<file path="src/rtl/core/bba_pkg.sv">
// Shared types and constants of the bitmap block allocator.
package bba_pkg;

    localparam int CFG_W     = 13;
    localparam int CFG_IDX_W = 2;
    localparam int CNT_REQ_W = 7;
    localparam int BN_W      = 12;

    localparam logic [CFG_IDX_W-1:0] REG_TOTAL_BLOCKS     = 2'd0;
    localparam logic [CFG_IDX_W-1:0] REG_BLOCKS_PER_GROUP = 2'd1;

    localparam logic KIND_ALLOC = 1'b0;
    localparam logic KIND_MARK  = 1'b1;

    localparam logic [1:0] ST_OK    = 2'd0;
    localparam logic [1:0] ST_SHORT = 2'd1;
    localparam logic [1:0] ST_EMPTY = 2'd2;

    typedef struct packed {
        logic                 kind;
        logic [CNT_REQ_W-1:0] request_count;
        logic [BN_W-1:0]      target_block;
    } in_item_t;

    typedef struct packed {
        logic [1:0]      status;
        logic [BN_W-1:0] block_number;
        logic            last;
    } out_item_t;

    typedef enum logic [1:0] {
        OP_REPLY = 2'd0,
        OP_MARK  = 2'd1,
        OP_ALLOC = 2'd2
    } op_t;

    typedef struct packed {
        op_t                  op;
        logic [1:0]           status;
        logic [CNT_REQ_W-1:0] count;
        logic [BN_W-1:0]      target;
    } cmd_t;

endpackage

</file>
<file path="src/rtl/core/bba_ram.sv">
// Generic simple dual-port RAM with registered read.
module bba_ram #(
    parameter int WIDTH = 64,
    parameter int DEPTH = 64
) (
    input  logic                     aclk,
    input  logic                     we,
    input  logic [$clog2(DEPTH)-1:0] waddr,
    input  logic [WIDTH-1:0]         wdata,
    input  logic [$clog2(DEPTH)-1:0] raddr,
    output logic [WIDTH-1:0]         rdata
);
    logic [WIDTH-1:0] mem [DEPTH];

    // write port, then registered read of the old contents
    always_ff @(posedge aclk) begin
        if (we) begin
            mem[waddr] <= wdata;
        end
        rdata <= mem[raddr];
    end
endmodule

</file>
<file path="src/rtl/core/bba_front.sv">
// Front end: configuration registers, item classification and command queue.
module bba_front #(
    parameter int MAX_BLOCKS  = 4096,
    parameter int MAX_GROUPS  = 8,
    parameter int MAX_REQUEST = 64,
    parameter int WORD_BITS   = 64
) (
    input  logic                              aclk,
    input  logic                              aresetn,
    input  logic                              cfg_wr_en,
    input  logic [bba_pkg::CFG_IDX_W-1:0]     cfg_index,
    input  logic [bba_pkg::CFG_W-1:0]         cfg_wdata,
    input  logic                              s_valid,
    output logic                              s_ready,
    input  bba_pkg::in_item_t                 s_item,
    input  logic                              busy,
    output logic                              clear,
    output logic [$clog2(MAX_BLOCKS+1)-1:0]   eff_total,
    output logic                              cmd_valid,
    input  logic                              cmd_ready,
    output bba_pkg::cmd_t                     cmd
);
    import bba_pkg::*;

    localparam int BIT_W = $clog2(WORD_BITS);
    localparam int CNT_W = $clog2(MAX_BLOCKS+1);
    localparam int EW    = $clog2(MAX_GROUPS*MAX_BLOCKS+1);
    localparam logic [EW-1:0] BPG_MAX = EW'(MAX_BLOCKS - MAX_BLOCKS % WORD_BITS);
    localparam logic [EW-1:0] BPG_MIN = EW'(WORD_BITS);
    localparam logic [EW-1:0] BLK_MAX = EW'(MAX_BLOCKS);

    logic [CFG_W-1:0] tb_reg, bpg_reg;
    logic             clear_reg;
    logic [CNT_W-1:0] eff_reg;
    logic [EW-1:0]    bpg_round, bpg_eff, lim, eff_a, eff_b;

    // hold configuration; a write to either register requests a state rebuild
    always_ff @(posedge aclk) begin
        if (!aresetn) begin
            tb_reg    <= CFG_W'(4096);
            bpg_reg   <= CFG_W'(512);
            clear_reg <= 1'b0;
        end else begin
            clear_reg <= 1'b0;
            if (cfg_wr_en && cfg_index == REG_TOTAL_BLOCKS) begin
                tb_reg    <= cfg_wdata;
                clear_reg <= 1'b1;
            end else if (cfg_wr_en && cfg_index == REG_BLOCKS_PER_GROUP) begin
                bpg_reg   <= cfg_wdata;
                clear_reg <= 1'b1;
            end
        end
    end

    // effective group size and managed block count
    always_comb begin
        bpg_round = EW'({bpg_reg[CFG_W-1:BIT_W], BIT_W'(0)});
        bpg_eff   = bpg_round;
        if (bpg_round < BPG_MIN) begin
            bpg_eff = BPG_MIN;
        end else if (bpg_round > BPG_MAX) begin
            bpg_eff = BPG_MAX;
        end
        lim   = bpg_eff * EW'(MAX_GROUPS);
        eff_a = (EW'(tb_reg) > BLK_MAX) ? BLK_MAX : EW'(tb_reg);
        eff_b = (eff_a > lim) ? lim : eff_a;
    end

    always_ff @(posedge aclk) begin
        eff_reg <= CNT_W'(eff_b);
    end

    assign clear     = clear_reg;
    assign eff_total = eff_reg;

    // classify the incoming item
    cmd_t cls;
    always_comb begin
        cls.op     = OP_REPLY;
        cls.status = ST_SHORT;
        cls.count  = s_item.request_count;
        cls.target = '0;
        if (s_item.kind == KIND_MARK) begin
            cls.target = s_item.target_block;
            if (32'(s_item.target_block) < 32'(eff_reg)) begin
                cls.op     = OP_MARK;
                cls.status = ST_OK;
            end
        end else if (s_item.request_count == '0) begin
            cls.status = ST_EMPTY;
        end else if (32'(s_item.request_count) <= 32'(MAX_REQUEST)) begin
            cls.op     = OP_ALLOC;
            cls.status = ST_OK;
        end
    end

    // two-entry command queue; hold input while the layout is being rebuilt
    cmd_t       q_reg [2];
    logic       wp_reg, rp_reg;
    logic [1:0] n_reg;
    logic       push, pop;

    assign s_ready   = !busy && !clear_reg && (n_reg != 2'd2);
    assign push      = s_valid && s_ready;
    assign cmd_valid = (n_reg != 2'd0);
    assign pop       = cmd_valid && cmd_ready;
    assign cmd       = q_reg[rp_reg];

    always_ff @(posedge aclk) begin
        if (push) begin
            q_reg[wp_reg] <= cls;
        end
    end

    always_ff @(posedge aclk) begin
        if (!aresetn) begin
            wp_reg <= 1'b0;
            rp_reg <= 1'b0;
            n_reg  <= 2'd0;
        end else begin
            if (push) begin
                wp_reg <= !wp_reg;
            end
            if (pop) begin
                rp_reg <= !rp_reg;
            end
            n_reg <= n_reg + 2'(push) - 2'(pop);
        end
    end
endmodule

</file>
<file path="src/rtl/core/bba_back.sv">
// Back end: bitmap clear, mark and first-fit scan, result register.
module bba_back #(
    parameter int MAX_BLOCKS = 4096,
    parameter int WORD_BITS  = 64
) (
    input  logic                              aclk,
    input  logic                              aresetn,
    input  logic                              clear,
    input  logic [$clog2(MAX_BLOCKS+1)-1:0]   eff_total,
    output logic                              busy,
    input  logic                              cmd_valid,
    output logic                              cmd_ready,
    input  bba_pkg::cmd_t                     cmd,
    output logic                              m_valid,
    input  logic                              m_ready,
    output bba_pkg::out_item_t                m_item
);
    import bba_pkg::*;

    localparam int WORDS = MAX_BLOCKS / WORD_BITS;
    localparam int AW    = $clog2(WORDS);
    localparam int BIT_W = $clog2(WORD_BITS);
    localparam int CNT_W = $clog2(MAX_BLOCKS+1);

    typedef enum logic [7:0] {
        S_CLEAR = 8'b00000001,
        S_IDLE  = 8'b00000010,
        S_MRD   = 8'b00000100,
        S_MLD   = 8'b00001000,
        S_ARD   = 8'b00010000,
        S_ALD   = 8'b00100000,
        S_BIT   = 8'b01000000,
        S_REP   = 8'b10000000
    } state_t;

    state_t               state_reg;
    logic [AW-1:0]        wa_reg;
    logic [CNT_W-1:0]     total_free_reg;
    logic [CNT_REQ_W-1:0] rem_reg;
    logic [WORD_BITS-1:0] word_reg;
    logic                 dirty_reg;
    logic [BIT_W-1:0]     bit_reg;
    logic [1:0]           rep_st_reg;
    logic [BN_W-1:0]      rep_bn_reg;
    logic                 out_v_reg;
    out_item_t            out_reg;

    logic                 we;
    logic [WORD_BITS-1:0] wdata, rdata;
    logic [BIT_W-1:0]     zero_idx;
    logic                 out_free;
    logic                 out_load;

    bba_ram #(.WIDTH(WORD_BITS), .DEPTH(WORDS)) u_map (
        .aclk  (aclk),
        .we    (we),
        .waddr (wa_reg),
        .wdata (wdata),
        .raddr (wa_reg),
        .rdata (rdata)
    );

    // lowest free bit of the word under scan
    always_comb begin
        zero_idx = '0;
        for (int i = WORD_BITS-1; i >= 0; i--) begin
            if (!word_reg[i]) begin
                zero_idx = BIT_W'(i);
            end
        end
    end

    assign out_free  = !out_v_reg || m_ready;
    assign busy      = (state_reg == S_CLEAR);
    assign cmd_ready = (state_reg == S_IDLE) && !clear;

    // a new result is loaded in these states once the output slot frees up
    assign out_load = !clear && out_free &&
                      (state_reg == S_MLD || state_reg == S_REP ||
                       (state_reg == S_BIT && rem_reg != '0 && !(&word_reg)));

    // map write port: clearing pass, mark update or scan write-back
    always_comb begin
        we    = 1'b0;
        wdata = word_reg;
        case (state_reg)
            S_CLEAR: begin
                we    = 1'b1;
                wdata = '0;
            end
            S_MLD: begin
                we    = out_free && !rdata[bit_reg];
                wdata = rdata | (WORD_BITS'(1) << bit_reg);
            end
            S_BIT: begin
                we = dirty_reg && (rem_reg == '0 || &word_reg);
            end
            default: begin
                we = 1'b0;
            end
        endcase
    end

    // set the output valid on a new result, drop it when taken
    always_ff @(posedge aclk) begin
        if (!aresetn) begin
            out_v_reg <= 1'b0;
        end else if (out_load) begin
            out_v_reg <= 1'b1;
        end else if (m_ready) begin
            out_v_reg <= 1'b0;
        end
    end

    // sequence the commands
    always_ff @(posedge aclk) begin
        if (!aresetn) begin
            state_reg <= S_CLEAR;
            wa_reg    <= '0;
        end else if (clear) begin
            state_reg <= S_CLEAR;
            wa_reg    <= '0;
        end else begin
            case (state_reg)
                S_CLEAR: begin
                    total_free_reg <= eff_total;
                    wa_reg         <= wa_reg + AW'(1);
                    if (wa_reg == AW'(WORDS-1)) begin
                        state_reg <= S_IDLE;
                    end
                end
                S_IDLE: begin
                    if (cmd_valid) begin
                        rep_st_reg <= cmd.status;
                        rep_bn_reg <= cmd.target;
                        rem_reg    <= cmd.count;
                        case (cmd.op)
                            OP_MARK: begin
                                wa_reg    <= AW'(cmd.target >> BIT_W);
                                bit_reg   <= cmd.target[BIT_W-1:0];
                                state_reg <= S_MRD;
                            end
                            OP_ALLOC: begin
                                if (32'(total_free_reg) < 32'(cmd.count)) begin
                                    rep_st_reg <= ST_SHORT;
                                    rep_bn_reg <= '0;
                                    state_reg  <= S_REP;
                                end else begin
                                    wa_reg    <= '0;
                                    state_reg <= S_ARD;
                                end
                            end
                            default: begin
                                state_reg <= S_REP;
                            end
                        endcase
                    end
                end
                S_MRD: begin
                    state_reg <= S_MLD;
                end
                S_MLD: begin
                    if (out_free) begin
                        if (!rdata[bit_reg] && total_free_reg != '0) begin
                            total_free_reg <= total_free_reg - CNT_W'(1);
                        end
                        out_reg   <= '{status: ST_OK, block_number: rep_bn_reg, last: 1'b1};
                        state_reg <= S_IDLE;
                    end
                end
                S_ARD: begin
                    state_reg <= S_ALD;
                end
                S_ALD: begin
                    word_reg  <= rdata;
                    dirty_reg <= 1'b0;
                    state_reg <= S_BIT;
                end
                S_BIT: begin
                    if (rem_reg == '0) begin
                        state_reg <= S_IDLE;
                    end else if (&word_reg) begin
                        wa_reg    <= wa_reg + AW'(1);
                        state_reg <= S_ARD;
                    end else if (out_free) begin
                        word_reg[zero_idx] <= 1'b1;
                        dirty_reg          <= 1'b1;
                        rem_reg            <= rem_reg - CNT_REQ_W'(1);
                        total_free_reg     <= total_free_reg - CNT_W'(1);
                        out_reg            <= '{status: ST_OK,
                                                block_number: BN_W'({wa_reg, zero_idx}),
                                                last: (rem_reg == CNT_REQ_W'(1))};
                    end
                end
                S_REP: begin
                    if (out_free) begin
                        out_reg   <= '{status: rep_st_reg, block_number: rep_bn_reg,
                                       last: 1'b1};
                        state_reg <= S_IDLE;
                    end
                end
                default: begin
                    state_reg <= S_CLEAR;
                end
            endcase
        end
    end

    assign m_valid = out_v_reg;
    assign m_item  = out_reg;

`ifndef SYNTHESIS
    a_free_bound: assert property (@(posedge aclk) disable iff (!aresetn)
        (state_reg != S_CLEAR && !clear) |-> (total_free_reg <= eff_total))
        else $error("free count above managed total");
    a_clear_load: assert property (@(posedge aclk) disable iff (!aresetn)
        ($past(state_reg == S_CLEAR) && state_reg == S_IDLE && !$past(clear))
        |-> (total_free_reg == eff_total))
        else $error("free count not rebuilt by clearing pass");
    a_scan_need: assert property (@(posedge aclk) disable iff (!aresetn)
        (state_reg == S_ARD) |-> (rem_reg != '0))
        else $error("scan advanced with nothing left to allocate");
`endif
endmodule

</file>
<file path="src/rtl/core/bitmap_block_allocator_unit.sv">
// Top level of the bitmap block allocator.
//
//  port group        dir  handshake          payload
//  s_*               in   s_valid/s_ready    in_item_t  (kind, count, target)
//  m_*               out  m_valid/m_ready    out_item_t (status, block, last)
//  cfg_*             in   cfg_wr_en only     index, 13-bit data
//
// Reply items pass through the command queue, S_REP and the result register;
// mark items also pass S_MRD and S_MLD. An allocation reads each bitmap word
// visited through S_ARD and S_ALD of the single map RAM, then sets free bits.
// After reset and after each write to either configuration register a clearing
// pass zeroes all MAX_BLOCKS/WORD_BITS map words; no item is taken meanwhile.
// A stalled result holds the scan; the front queue keeps accepting two items.
module bitmap_block_allocator_unit #(
    parameter int MAX_BLOCKS  = 4096,
    parameter int MAX_GROUPS  = 8,
    parameter int MAX_REQUEST = 64,
    parameter int WORD_BITS   = 64
) (
    input  logic                          aclk,
    input  logic                          aresetn,
    input  logic                          cfg_wr_en,
    input  logic [bba_pkg::CFG_IDX_W-1:0] cfg_index,
    input  logic [bba_pkg::CFG_W-1:0]     cfg_wdata,
    input  logic                          s_valid,
    output logic                          s_ready,
    input  bba_pkg::in_item_t             s_item,
    output logic                          m_valid,
    input  logic                          m_ready,
    output bba_pkg::out_item_t            m_item
);
    import bba_pkg::*;

    logic                            busy, clear, cmd_valid, cmd_ready;
    logic [$clog2(MAX_BLOCKS+1)-1:0] eff_total;
    cmd_t                            cmd;

    bba_front #(
        .MAX_BLOCKS (MAX_BLOCKS),
        .MAX_GROUPS (MAX_GROUPS),
        .MAX_REQUEST(MAX_REQUEST),
        .WORD_BITS  (WORD_BITS)
    ) u_front (
        .aclk     (aclk),
        .aresetn  (aresetn),
        .cfg_wr_en(cfg_wr_en),
        .cfg_index(cfg_index),
        .cfg_wdata(cfg_wdata),
        .s_valid  (s_valid),
        .s_ready  (s_ready),
        .s_item   (s_item),
        .busy     (busy),
        .clear    (clear),
        .eff_total(eff_total),
        .cmd_valid(cmd_valid),
        .cmd_ready(cmd_ready),
        .cmd      (cmd)
    );

    bba_back #(
        .MAX_BLOCKS(MAX_BLOCKS),
        .WORD_BITS (WORD_BITS)
    ) u_back (
        .aclk     (aclk),
        .aresetn  (aresetn),
        .clear    (clear),
        .eff_total(eff_total),
        .busy     (busy),
        .cmd_valid(cmd_valid),
        .cmd_ready(cmd_ready),
        .cmd      (cmd),
        .m_valid  (m_valid),
        .m_ready  (m_ready),
        .m_item   (m_item)
    );
endmodule
</file>
<file path="config.mk">
export PLATFORM = sky130hd
export DESIGN_NAME = bitmap_block_allocator_unit
export DESIGN_NICKNAME = d
export VERILOG_FILES = /design/src/rtl/core/bba_pkg.sv /design/src/rtl/core/bba_ram.sv /design/src/rtl/core/bba_front.sv /design/src/rtl/core/bba_back.sv /design/src/rtl/core/bitmap_block_allocator_unit.sv
export SDC_FILE = /design/constraint.sdc
export NUM_CORES = 2
export LEC_CHECK = 0
export ABC_AREA = 0
export BUFFER_PORTS_ARGS = -buffer_cell sky130_fd_sc_hd__buf_2
export CELL_PAD_IN_SITES_DETAIL_PLACEMENT = 1
export CELL_PAD_IN_SITES_GLOBAL_PLACEMENT = 1
export CORE_MARGIN = 10
export CORE_UTILIZATION = 23
export DETAILED_ROUTE_END_ITERATION = 10
export PLACE_DENSITY_LB_ADDON = 0.1
export SLEW_MARGIN = 15
export SYNTH_ARGS = -nofsm -noshare
export SYNTH_HDL_FRONTEND = slang
export SYNTH_HIERARCHICAL = 1
export SYNTH_MEMORY_MAX_BITS = 65536
export SYNTH_SLANG_ARGS = --single-unit
</file>
<file path="constraint.sdc">
create_clock -name aclk -period 24.2 [get_ports aclk]
set_input_delay 2.42 -clock aclk [delete_from_list [all_inputs] [get_ports aclk]]
set_output_delay 2.42 -clock aclk [all_outputs]
set_load 0.05 [all_outputs]
</file>
# Word-level counts from Yosys, hierarchy flattened
# Memories as Yosys holds them, arrays and structs flattened. A register that Yosys moved wholly into a read port is not among the register bits.
# Cells that the tools add are included.
# classes
add_sub_neg,5
n_lt_le_gt_ge,10
n_eq_ne,27
shift,1
n_mux,133
bitwise,5
reduce_logical,50
# ops
operator,count
6-bit 2-to-1 mux,68
64-bit case mux with 2 select lines,2
64-bit 2-to-1 mux,3
64-bit OR,2
13-bit 2-to-1 mux,9
15-bit 2-to-1 mux,5
64-bit AND reduction,1
"1-bit by 6-bit left shift with 64-bit output, first input constant",1
8-bit case mux with 7 select lines,1
8-bit 2-to-1 mux,6
15-bit case mux with 3 select lines,1
13-bit case mux with 3 select lines,1
12-bit 2-to-1 mux,3
7-bit 2-to-1 mux,4
"13-bit > comparator, second input constant",2
6-bit case mux with 3 select lines,1
13-bit by 16-bit > comparator with 1-bit output,1
8-bit case mux with 2 select lines,1
8-bit AND reduction,2
1-bit logical AND,15
1-bit 2-to-1 mux,15
7-bit logical NOT,2
"6-bit by 7-bit < comparator with 1-bit output, second input constant",2
7-bit case mux with 2 select lines,1
47 further kinds,82
# totals
regBits,179
mem_bits_rw,4142
input_bits,40
output_inout_bits,17
word_cells,254
mem_count,2
# mem_list
memory,depth,width,read_ports,rd_ports_with_merged_regs,write_ports,line_no,text
u_back.u_map.mem,64,64,1,1,1,bba_ram.sv:13,logic [WIDTH-1:0] mem [DEPTH];
u_front.q_reg,2,23,1,1,1,bba_front.sv:98,cmd_t q_reg [2];

# Depth between registers and ports, before layout
# logic_depth
ltp_word,73
mapped_depth,13
mapped_depth_nobuf,11

# Modules after synthesis
# The synthesis kept the hierarchy.
# modules_own_cells
mod,n_inst,cells_each,area_each_um2
bba_ram,1,6812,156888.0
bba_back,1,1149,9788.1
bba_front,1,297,3623.5

# Worst setup path before layout
# No wires, ideal clock.
# synth_timing
kind,input to register
start,in m_ready
end,mem u_back.u_map.mem[48][0] (enable)
setup_ns,0.565
arrival_time_ns,7.553
slack_ns,16.082
stages,4
path_cell_list,nor2b_1 -> o31ai_1 -> nand2_1 -> nor3_1
# synth_via
elab_chain_len,5
# synth_rtl
element,line_no,text
start: declaration,bitmap_block_allocator_unit.sv:29,"input logic m_ready,"
1-bit logical OR,bba_back.sv:73,assign out_free = !out_v_reg || m_ready;
1-bit logical AND,bba_back.sv:92,we = out_free && !rdata[bit_reg];
1-bit case mux with 3 select lines,bba_back.sv:86,case (state_reg)
via u_back.we,bba_back.sv:48,logic we;
1-bit 2-to-1 mux,bba_ram.sv:17,if (we) begin
1-bit 2-to-1 mux (implied by the code),bba_ram.sv:18,mem[waddr] <= wdata;
end: declaration,bba_ram.sv:13,
# The timed path passes the listed nets, and every way through them passes these cells.

# Worst setup path in the final report
# layout_timing
start,reg u_back.bit_reg[0]
end,mem u_back.u_map.mem[42][20] (enable)
# layout_via
elab_chain_len,7
# layout_rtl
element,line_no,text
start: declaration,bba_back.sv:42,logic [BIT_W-1:0] bit_reg;
start signal: assignment,bba_back.sv:140,bit_reg <= cmd.target[BIT_W-1:0];
1-bit binary-select mux with 6-bit select,bba_back.sv:92,
1-bit 2-to-1 mux (implied by the code),bba_back.sv:92,
1-bit logical NOT,bba_back.sv:92,
1-bit logical AND,bba_back.sv:92,
1-bit case mux with 3 select lines,bba_back.sv:86,
via u_back.we,bba_back.sv:48,
1-bit 2-to-1 mux,bba_ram.sv:17,
1-bit 2-to-1 mux (implied by the code),bba_ram.sv:18,
# The timed path passes the listed nets, and every way through them passes these cells. The select of a mux whose other input is x is not followed.

==> impl_metrics.ini <==
[status]
outcome = finished clean

[logic_synthesis]
avgSynthCellArea_sq_um = 20.62
synth-seq-cells = 4380
synth-main-ff-cell = edfxtp_1
synth_fp_nets = 8327
yosysTopAreaCellShare_pct = 75.15
async_reset_ff_share_pct = 0
synth_top_cell_by_area = edfxtp_1
ys_seq_area_share_pct = 76.54
synth-edff-count = 4262
synthTopCellsByArea = edfxtp_1 75%, mux4_2 14%, dfxtp_1 1.4%, mux2i_1 1.2%, nand2_1 0.90%
netlist_instances = 8258
yosysUniqueCellTypes = 79
ys.warnings.count = 6
synth.cell_area_sq_um = 170300

[critical_path]
reg2reg_from = u_back/bit_reg[0]$_DFFE_PP_
cp-end-kind = register
r2r_end = u_back/u_map/mem[42][20]$_DFFE_PP_
arrival_ns = 7.56
crit_slowest_cell = o31ai_2
worst_ep_required_time_ns = 24.86
cp-start-kind = register
cp_max_fo = 41
path_cells = buf_4 > mux4_2 > a22oi_1 > nand2_1 > mux4_2 > o31ai_2 > buf_4 > nand2_1 > nor2_1 > nand2_1 > nor2_4 > buf_4
cp_top_family = simple AND/OR/NAND/NOR gates
crit_path_max_incr_delay_ns = 0.98
worst-path-buf-inv = 3
criticalPathCategory = reg -> reg
r2r_setup_slack_ns = 17.30
ff2ff_path_depth = 12

[sta]
slew_headroom_pct = 12.29
slew_violations = 0
period_share_pct = 28.50
worstMarginPinSlew_ns = 1.302
fin_crit_ns = 6.896
fmax_mhz = 145.0
setup_violations = 0
hold_viol = 0
holdWs_ns = 0.4671
fin_tns_setup_ns = 0
rsz0062_at_grt = no
skew_ns = 0.08515

[detailed_routing]
num_vias = 87410
routedWlPerCell_microns = 32.64
wirelength_microns = 621900
postRouteAntennaNets = 0
first_pass_iters = 5
dr.first_iter.drc_count = 9047
route.detailed.drc = 0
via_per_inst = 4.588

[die]
io_pins = 57
die_h_microns = 880.5
floorplan.initialDensity_pct = 23.03
die-area_sq_um = 775300
die_x_microns = 880.5
core.rowCount = 316
core_area_sq_um = 739400

[final_layout]
syn2layout_area_growth_pct = 18.35
num-nets-final = 8809
largest_reg_flops = 4096
drive_gt1_share_pct = 26.28
final_cell_mix = 4262 x edfxtp_1, 1041 x mux4_2, 546 x clkbuf_16
fillers = 75570
mostFrequentLayoutCell = edfxtp_1

[placement]
port_buffers = 56
hpwlAfterDp_microns = 381700
gp_congestion = 0.7797

[clock_network]
ctsResizeCount = 0
postCtsSetupBuffers = 0
cts_max_path_buffers = 4
cts_tree = built
cts_buffers = 533
clk_pin_slew_worst_paths_ns = 0.06
cts-root-buf = clkbuf_16
clock-sinks = 4380
cts_htree_levels = 6
clk_latency_ns = 1.09
hold_buffers = 0

[min_path]
hold_start = u_back/wa_reg[5]$_SDFFE_PP0P_
min_path_cells = 2
whs_endpoint = u_back/wa_reg[5]$_SDFFE_PP0P_
hold_path_class = reg -> reg

[power_and_ir_drop]
vdd_drop_max_mv = 0.06741
p_leak_nw = 61.59
powerDensity_nw_per_um2 = 85.96

[global_routing]
overflow = 0
grt_pass1_wl_microns = 841000
grt_pass1_vias = 93430
antenna_found_initial = 107
grt_max_degree = 83
grtUsageTotal_pct = 15.60

[job]
maxCapViolCount = 0
[stage by stage]
| step | util (%) | std cells | setup WS [ns] | total power [mW] | area, sq um |
|---|---|---|---|---|---|
| 6_report | 27.26 | 19050 | 17.30 | 17.32 | 201600 |
| 5_1_grt | 27.25 | 19030 | 17.07 | 17.97 | 201500 |
| 4_1_cts | 27.25 | 19020 | 17.13 | 17.64 | 201500 |
| 3_5_place_dp | 25.00 | 18060 | 16.97 | 9.834 | 184800 |
| 3_3_place_gp | 25.00 | 18060 | 16.91 | 9.836 | 184800 |
| 2_1_floorplan | - | 8258 | 16.08 | 9.200 | 170300 |
[worst min-delay path: stages, from the launching register on]
cell	delay [ns]
dfxtp_2	0.32
nand2_1	0.05
a21oi_1	0.05
[metal layers]
metal	vias to the layer above	part of all wire [%]	global-route usage, %
met3	643	4.9	2.109
li1	35510	-	-
met5	-	0.0021	0
met2	2312	47	25.51
met4	2	1.7	2.789
met1	48950	46	22.31
[worst max-delay path by stage]
| stage | start | to | slack [ns] | depth (start not counted) |
|---|---|---|---|---|
| 5_1_grt | u_back/bit_reg[0]$_DFFE_PP_ | u_back/u_map/mem[42][20]$_DFFE_PP_ | 17.07 | 12 |
| 3_3_place_gp | m_ready | u_back/u_map/mem[42][20]$_DFFE_PP_ | 16.91 | 10 |
| 3_5_place_dp | m_ready | u_back/u_map/mem[42][20]$_DFFE_PP_ | 16.97 | 10 |
| 2_1_floorplan | m_ready | u_back/u_map/mem[48][0]$_DFFE_PP_ | 16.08 | 4 |
| 4_1_cts | u_back/bit_reg[0]$_DFFE_PP_ | u_back/u_map/mem[42][20]$_DFFE_PP_ | 17.13 | 12 |
| 6_report | u_back/bit_reg[0]$_DFFE_PP_ | u_back/u_map/mem[42][20]$_DFFE_PP_ | 17.30 | 12 |
[layout make-up]
class	instances	area [sq um]	share of cell area, %
Inverter	62	232.7	0.1155
Sequential cell	4380	130400	64.68
Clock buffer	691	14360	7.123
Timing Repair Buffer	418	3184	1.580
Antenna cell	30	75.07	0.03725
Tap cell	9858	12330	6.120
Clock inverter	269	2263	1.123
Multi-Input combinational cell	3345	38740	19.22
[cell usage after synthesis, types with 80 or more instances]
library cell / number
nand2_1: 409
mux4_2: 1041
clkbuf_1: 212
nand4_1: 113
a22oi_1: 136
nand3_1: 211
nor2_1: 189
o21ai_0: 160
a21oi_1: 113
mux2i_1: 204
buf_2: 160
o22ai_1: 80
dfxtp_1: 118
edfxtp_1: 4262
[report_power, final]
group | leakage (nW) | total (mW) | switching [mW] | internal [mW]
registers | 40.6 | 8.38 | 0.0860 | 8.29
logic | 12.9 | 1.25 | 0.776 | 0.469
clock network | 8.12 | 7.70 | 3.29 | 4.41
total | 61.6 | 17.3 | 4.15 | 13.2
[kinds of logic after synthesis]
logic type | synth area share [%]
AO/OA/AOI/OAI | 2.977
XOR/XNOR | 0.09257
adder cells (fa/ha/maj) | 0.2131
buffers and inverters | 1.506
flip-flops | 76.54
multiplexers | 15.12
AND/OR/NAND/NOR | 3.555
Power figures use the tool's default switching activity.
